## src/hw/rtl/cau_pkg.sv

```systemverilog
// Shared types and constants of the complex arithmetic unit.
package cau_pkg;

    typedef enum logic [2:0] {
        OP_ADD  = 3'd0,
        OP_SUB  = 3'd1,
        OP_MUL  = 3'd2,
        OP_DIV  = 3'd3,
        OP_INV  = 3'd4,
        OP_CONJ = 3'd5,
        OP_MAG  = 3'd6,
        OP_ARG  = 3'd7
    } t_op;

    // angle unit: 2^-30 rad
    localparam int ANG_STEPS = 30;
    localparam int NORM_MSB  = 40;
    localparam int ANG_W     = 34;
    localparam int CX_W      = 45;
    localparam int Z_W       = 34;

    localparam logic [ANG_W-1:0] PI_Q30      = 34'd3373259426;
    localparam logic [ANG_W-1:0] TWO_PI_Q30  = 34'd6746518852;
    localparam logic [ANG_W-1:0] HALF_PI_Q30 = 34'd1686629713;

    typedef struct packed {
        t_op  op;
        logic zf;
        logic ovf_s;
        logic neg_re;
        logic neg_im;
        logic big_re;
        logic big_im;
        logic a_re_neg;
        logic a_im_neg;
        logic x_zero;
        logic y_zero;
    } t_ctrl;

    function automatic logic [31:0] atan_q30(input int idx);
        logic [31:0] v;
        case (idx)
            0:       v = 32'd843314857;
            1:       v = 32'd497837829;
            2:       v = 32'd263043837;
            3:       v = 32'd133525159;
            4:       v = 32'd67021687;
            5:       v = 32'd33543516;
            6:       v = 32'd16775851;
            7:       v = 32'd8388437;
            8:       v = 32'd4194283;
            9:       v = 32'd2097149;
            default: v = (idx < ANG_STEPS) ? (32'd1 << (30 - idx)) : 32'd0;
        endcase
        return v;
    endfunction

endpackage

```

## src/hw/rtl/cau_cell.sv

```systemverilog
// One step cell: a divide bit on two lanes, a root bit, and a rotation step.
module cau_cell #(
    parameter int W   = 32,
    parameter int IDX = 0
) (
    input  logic                                i_clk,
    input  logic                                i_en,
    input  logic [2*W:0]                        i_den,
    input  logic [2*W:0]                        i_rem_re,
    input  logic [W-1:0]                        i_nq_re,
    input  logic [2*W:0]                        i_rem_im,
    input  logic [W-1:0]                        i_nq_im,
    input  logic [2*W-1:0]                      i_sq,
    input  logic [W-1:0]                        i_root,
    input  logic [W:0]                          i_srem,
    input  logic signed [cau_pkg::CX_W-1:0]     i_x,
    input  logic signed [cau_pkg::CX_W-1:0]     i_y,
    input  logic signed [cau_pkg::Z_W-1:0]      i_z,
    output logic [2*W:0]                        o_den,
    output logic [2*W:0]                        o_rem_re,
    output logic [W-1:0]                        o_nq_re,
    output logic [2*W:0]                        o_rem_im,
    output logic [W-1:0]                        o_nq_im,
    output logic [2*W-1:0]                      o_sq,
    output logic [W-1:0]                        o_root,
    output logic [W:0]                          o_srem,
    output logic signed [cau_pkg::CX_W-1:0]     o_x,
    output logic signed [cau_pkg::CX_W-1:0]     o_y,
    output logic signed [cau_pkg::Z_W-1:0]      o_z
);

    localparam int DW = 2 * W + 1;
    localparam logic signed [cau_pkg::Z_W-1:0] ATAN =
        $signed(cau_pkg::Z_W'(cau_pkg::atan_q30(IDX)));

    logic [DW-1:0]                  r_den, n_den, r_rem_re, n_rem_re, r_rem_im, n_rem_im;
    logic [W-1:0]                   r_nq_re, n_nq_re, r_nq_im, n_nq_im, r_root, n_root;
    logic [2*W-1:0]                 r_sq, n_sq;
    logic [W:0]                     r_srem, n_srem;
    logic signed [cau_pkg::CX_W-1:0] r_x, n_x, r_y, n_y;
    logic signed [cau_pkg::Z_W-1:0]  r_z, n_z;

    logic [DW:0]  t_re, t_im;
    logic [W+2:0] st, trial;
    logic signed [cau_pkg::CX_W-1:0] dx, dy;

    always_comb begin
        n_den    = i_den;
        n_rem_re = i_rem_re;
        n_nq_re  = i_nq_re;
        n_rem_im = i_rem_im;
        n_nq_im  = i_nq_im;
        n_sq     = i_sq;
        n_root   = i_root;
        n_srem   = i_srem;
        n_x      = i_x;
        n_y      = i_y;
        n_z      = i_z;
        t_re     = {i_rem_re, i_nq_re[W-1]};
        t_im     = {i_rem_im, i_nq_im[W-1]};
        st       = {i_srem, i_sq[2*W-1 -: 2]};
        trial    = {1'b0, i_root, 2'b01};
        dx       = i_y >>> IDX;
        dy       = i_x >>> IDX;
        if (IDX < W) begin
            // restoring divide: shift in the next numerator bit, take the quotient bit
            if (t_re >= {1'b0, i_den}) begin
                n_rem_re = DW'(t_re - {1'b0, i_den});
                n_nq_re  = {i_nq_re[W-2:0], 1'b1};
            end else begin
                n_rem_re = t_re[DW-1:0];
                n_nq_re  = {i_nq_re[W-2:0], 1'b0};
            end
            if (t_im >= {1'b0, i_den}) begin
                n_rem_im = DW'(t_im - {1'b0, i_den});
                n_nq_im  = {i_nq_im[W-2:0], 1'b1};
            end else begin
                n_rem_im = t_im[DW-1:0];
                n_nq_im  = {i_nq_im[W-2:0], 1'b0};
            end
            // root digit: two radicand bits in, one root bit out
            if (st >= trial) begin
                n_srem = (W+1)'(st - trial);
                n_root = {i_root[W-2:0], 1'b1};
            end else begin
                n_srem = st[W:0];
                n_root = {i_root[W-2:0], 1'b0};
            end
            n_sq = {i_sq[2*W-3:0], 2'b00};
        end
        if (IDX < cau_pkg::ANG_STEPS) begin
            // vectoring rotation toward the x axis
            if (!i_y[cau_pkg::CX_W-1] && (i_y != '0)) begin
                n_x = i_x + dx;
                n_y = i_y - dy;
                n_z = i_z + ATAN;
            end else begin
                n_x = i_x - dx;
                n_y = i_y + dy;
                n_z = i_z - ATAN;
            end
        end
    end

    always_ff @(posedge i_clk) begin
        if (i_en) begin
            r_den    <= n_den;
            r_rem_re <= n_rem_re;
            r_nq_re  <= n_nq_re;
            r_rem_im <= n_rem_im;
            r_nq_im  <= n_nq_im;
            r_sq     <= n_sq;
            r_root   <= n_root;
            r_srem   <= n_srem;
            r_x      <= n_x;
            r_y      <= n_y;
            r_z      <= n_z;
        end
    end

    assign o_den    = r_den;
    assign o_rem_re = r_rem_re;
    assign o_nq_re  = r_nq_re;
    assign o_rem_im = r_rem_im;
    assign o_nq_im  = r_nq_im;
    assign o_sq     = r_sq;
    assign o_root   = r_root;
    assign o_srem   = r_srem;
    assign o_x      = r_x;
    assign o_y      = r_y;
    assign o_z      = r_z;

endmodule

```

## config.mk

```make
export PLATFORM = sky130hd
export DESIGN_NAME = cau_cell
export DESIGN_NICKNAME = d
export VERILOG_FILES = /design/src/hw/rtl/cau_pkg.sv /design/src/hw/rtl/cau_cell.sv
export SDC_FILE = /design/constraint.sdc
export NUM_CORES = 1
export LEC_CHECK = 0
export BUFFER_PORTS_ARGS = -buffer_cell sky130_fd_sc_hd__buf_2
export CORE_AREA = 2 2 405 407
export CTS_CLUSTER_DIAMETER = 30
export DETAILED_ROUTE_END_ITERATION = 12
export DIE_AREA = 0 0 407 409
export PLACE_DENSITY_LB_ADDON = 0.08
export SYNTH_ARGS = -nofsm -noshare
export SYNTH_HDL_FRONTEND = slang
export SYNTH_SLANG_ARGS = --single-unit
```

## constraint.sdc

```tcl
create_clock -name i_clk -period 5.82 [get_ports i_clk]
set_clock_uncertainty 0.2 [all_clocks]
set_input_delay 0.873 -clock i_clk [delete_from_list [all_inputs] [get_ports i_clk]]
set_output_delay 0.873 -clock i_clk [all_outputs]
set_load 0.03 [all_outputs]
```

==> key figures <==
Status
  – Status: complete, no violations

Worst setup path
  – Worst setup SP type: input pin
  – Worst Path Arrival: around 5.3 ns
  – Critical path endpoint category: register
  – Kind of critical path: in -> reg
  – Crit-path max FO: 36
  – WP data required: a little over 6 ns

Cells and area
  – Fin cells: roughly 7500
  – Final instance area: about 0.053 mm^2
  – Nets@finish: around 6000
  – Layout cells sized above 1: between 20 and 30%
  – Util after Layout: about a third
  – Synth-to-Final Area Change: 45.2%

Yosys
  – YS warnings: 0
  – Post-synth EDFFs: just over 500
  – Cells after Synth: between 3000 and 4000
  – Share of synthesized registers carrying an async set or reset: 0%
  – Yosys cell types: 86
  – Post-synth top area share: a little over two fifths
  – Synthesized flop and latch total: about 510
  – Syn Area/Cell: 9.56 um^2
  – Post-Syn Area: about 0.037 mm^2
  – Main area contributors after synthesis: edfxtp_1 (42%), ha_1 (11%), a21oi_1 (6.1%), xnor2_1 (4.4%), o21ai_0 (3.5%)
  – Sequential area share after synthesis: 41.7%
  – Post-synth top flop: edfxtp_1
  – Post-synth top area cell: edfxtp_1

STA
  – Final setup vio count: 0
  – RSZ-0062 raised after global routing: no
  – Worst Tran Pin Value: 0.920 ns
  – Worst slew margin: between 30% and 40%
  – Final Critical Period: between 4 and 5 ns
  – Setup TNS: 0 ns
  – Final Hold Violating Endpoints: 0
  – Max frequency: between 200 and 250 MHz
  – Final worst path period share: ~86%
  – WHS: about 0.08 ns
  – Slack of the critical path: 0.830 ns
  – Pins Over Slew Limit: 0

Routing
  – DR pass1 iterations: 5
  – Routed WL per cell: between 20 and 25 um
  – Vias: 35733
  – DRT Wirelength: between 150000 and 200000 um
  – Via density per instance: 4.75
  – Antenna viol nets, final: 0
  – Drt initial violations: ~2400
  – Drt drc: 0

Clocking
  – Root Buffer: clkbuf_16
  – TritonCTS buffer count: between 150 and 200
  – # H-tree levels: 4
  – Clock sink count: 509
  – Worst-path clk slew: about 0.04 ns
  – Setup bufs post-CTS: 0
  – TritonCTS clock tree: built
  – Clock Path Buffers: 3

Placed design
  – DP Cell Count: between 6000 and 7000
  – Gpl congestion: between 0.8 and 0.9
  – DP Area: about 0.045 mm^2
  – # port buffers: between 1000 and 1500
  – DP HPWL: between 150000 and 200000 um
  – Pre-CTS setup slack: 0.492 ns

Die
  – Width of the die: between 400 and 500 um
  – Site row count: between 100 and 150
  – Top-Level Pins: approximately 1000
  – Initial Utilization: about 23%
  – Die area: 0.166 mm^2
  – Core area: ~0.16 mm^2
  – Die Y-Extent: a little over 400 um

Hold path
  – Worst hold path class: in -> reg
  – Worst Hold Path EP: o_nq_im[20]$_DFFE_PP_
  – Min-delay src: i_nq_im[19]
  – Hold depth: 1

Power
  – Pwr Total: ~20 mW
  – Leak pwr: ~23 nW
  – Peak VDD IR: roughly 0.00033 V
  – Pwr dens: between 300 and 400 mW/mm^2

Global routing
  – Gr usage total: between 20% and 30%
  – Pin count of the biggest net entering global routing: 106
  – First-pass GRT wire length: around 260000 um
  – Initial antenna violation count: 73
  – Vias in the first global route: between 30000 and 40000
  – Total grt overflow: 0

Job
  – Max cap viols: 0
[area by class of cell]
cell class | instances | area [um^2]
Tap cell | 2175 | 2720
Antenna cell | 16 | 40.0
Inverter | 305 | 1140
Fill cell | 17050 | 109000
Clock buffer | 208 | 4650
Timing Repair Buffer | 1326 | 7960
Sequential cell | 509 | 15300
Multi-Input combinational cell | 2858 | 19600
Clock inverter | 127 | 1830
[cells in the mapped netlist (19+ instances only)]
cell      instances
nor3_1           61
buf_2            24
nor2_1          281
nand2b_1         35
inv_1           300
nor2b_1          31
or3_1            25
clkbuf_1        119
a21oi_1         444
ha_1            328
nand2_1         258
xor2_1           79
nand3_1          52
edfxtp_1        509
o21a_1           39
o21ai_0         258
a21o_1          118
o21bai_1         93
a31oi_1          40
a211oi_1         50
nand4_1          75
xnor2_1         184
a21boi_0         19
o31ai_1          34
nor4_1           30
mux2_2           35
[kinds of logic after synthesis]
group,after synthesis,share of synthesized area (%)
flops,509,41.7
simple gates,941,12.3
buf+inv,468,4.95
fa+ha+maj,334,11.5
compound gates,1271,21.9
xor+xnor,263,6.28
mux,47,1.41
other cells,1,0.0102
[critical path, cell delays in order]
cell and delay [ns]:
dlygate4sd3_1 0.62, buf_2 0.17, inv_1 0.06, ha_1 0.37, nand4_1 0.25, nor4_2 0.59, o211ai_1 0.17, a31oi_1 0.21
nor3_1 0.13, o311ai_2 0.36, a21oi_1 0.22, o41ai_4 0.40, buf_4 0.47, mux2_2 0.38
[registers in the layout (all words and copies together), names as in the netlist]
name,cells
o_nq_re,32
o_srem,33
o_x,45
o_rem_re,65
o_root,32
o_rem_im,65
o_y,44
o_sq,62
o_z,34
o_den,65
o_nq_im,32
[worst max-delay path by stage]
| stage | start | to | slack [ns] | cells past startpoint |
|---|---|---|---|---|
| after global routing | i_den[14] | o_rem_im[14]$_DFFE_PP_ | 0.65 | 15 |
| after detailed placement | i_y[8] | o_z[32]$_DFFE_PP_ | 0.49 | 19 |
| final | i_den[26] | o_rem_re[58]$_DFFE_PP_ | 0.83 | 14 |
| after global placement | i_y[8] | o_z[32]$_DFFE_PP_ | 0.50 | 19 |
| after floorplan | i_y[16] | o_z[32]$_DFFE_PP_ | 0.29 | 18 |
| after CTS | i_den[14] | o_rem_im[14]$_DFFE_PP_ | 0.90 | 15 |
[layout by cell type, fill, tap and decap left out, types with 26 or more instances in the layout]
cell | synthesis | final
a211oi_1 | 50 | 50
a21o_1 | 118 | 118
a21oi_1 | 444 | 444
a31oi_1 | 40 | 40
buf_2 | 24 | 1022
buf_4 | 4 | 113
bufinv_16 | 0 | 33
clkbuf_1 | 119 | 26
clkbuf_16 | 0 | 182
clkinv_1 | 5 | 32
clkinv_2 | 0 | 34
dlygate4sd3_1 | 0 | 182
edfxtp_1 | 509 | 509
ha_1 | 328 | 328
inv_1 | 300 | 300
mux2_2 | 35 | 35
nand2_1 | 258 | 258
nand2b_1 | 35 | 35
nand3_1 | 52 | 52
nand4_1 | 75 | 75
nor2_1 | 281 | 280
nor2b_1 | 31 | 31
nor3_1 | 61 | 61
nor4_1 | 30 | 30
o21a_1 | 39 | 39
o21ai_0 | 258 | 258
o21bai_1 | 93 | 93
o31ai_1 | 34 | 34
xnor2_1 | 184 | 184
xor2_1 | 79 | 79
[repair_timing]
action / 4_1_cts / 5_1_grt
hold endpoints to repair: 182 / 0
hold buffers: 182 / 0
resized for setup: 0 / 0
[power breakdown]
| group | leakage (nW) | switching (mW) | internal, mW |
|---|---|---|---|
| clock | 3.09 | 3.02 | 7.17 |
| combinational | 15.0 | 3.29 | 1.60 |
| sequential | 4.98 | 0.159 | 4.66 |
[per-layer routing]
metal / wire length [um] / track usage (%)
met5: 290 / 0
met1: 75800 / 25.8
met4: 4890 / 6.81
met3: 14100 / 6.32
met2: 88500 / 36.1
(Power assumes the default switching activity.)
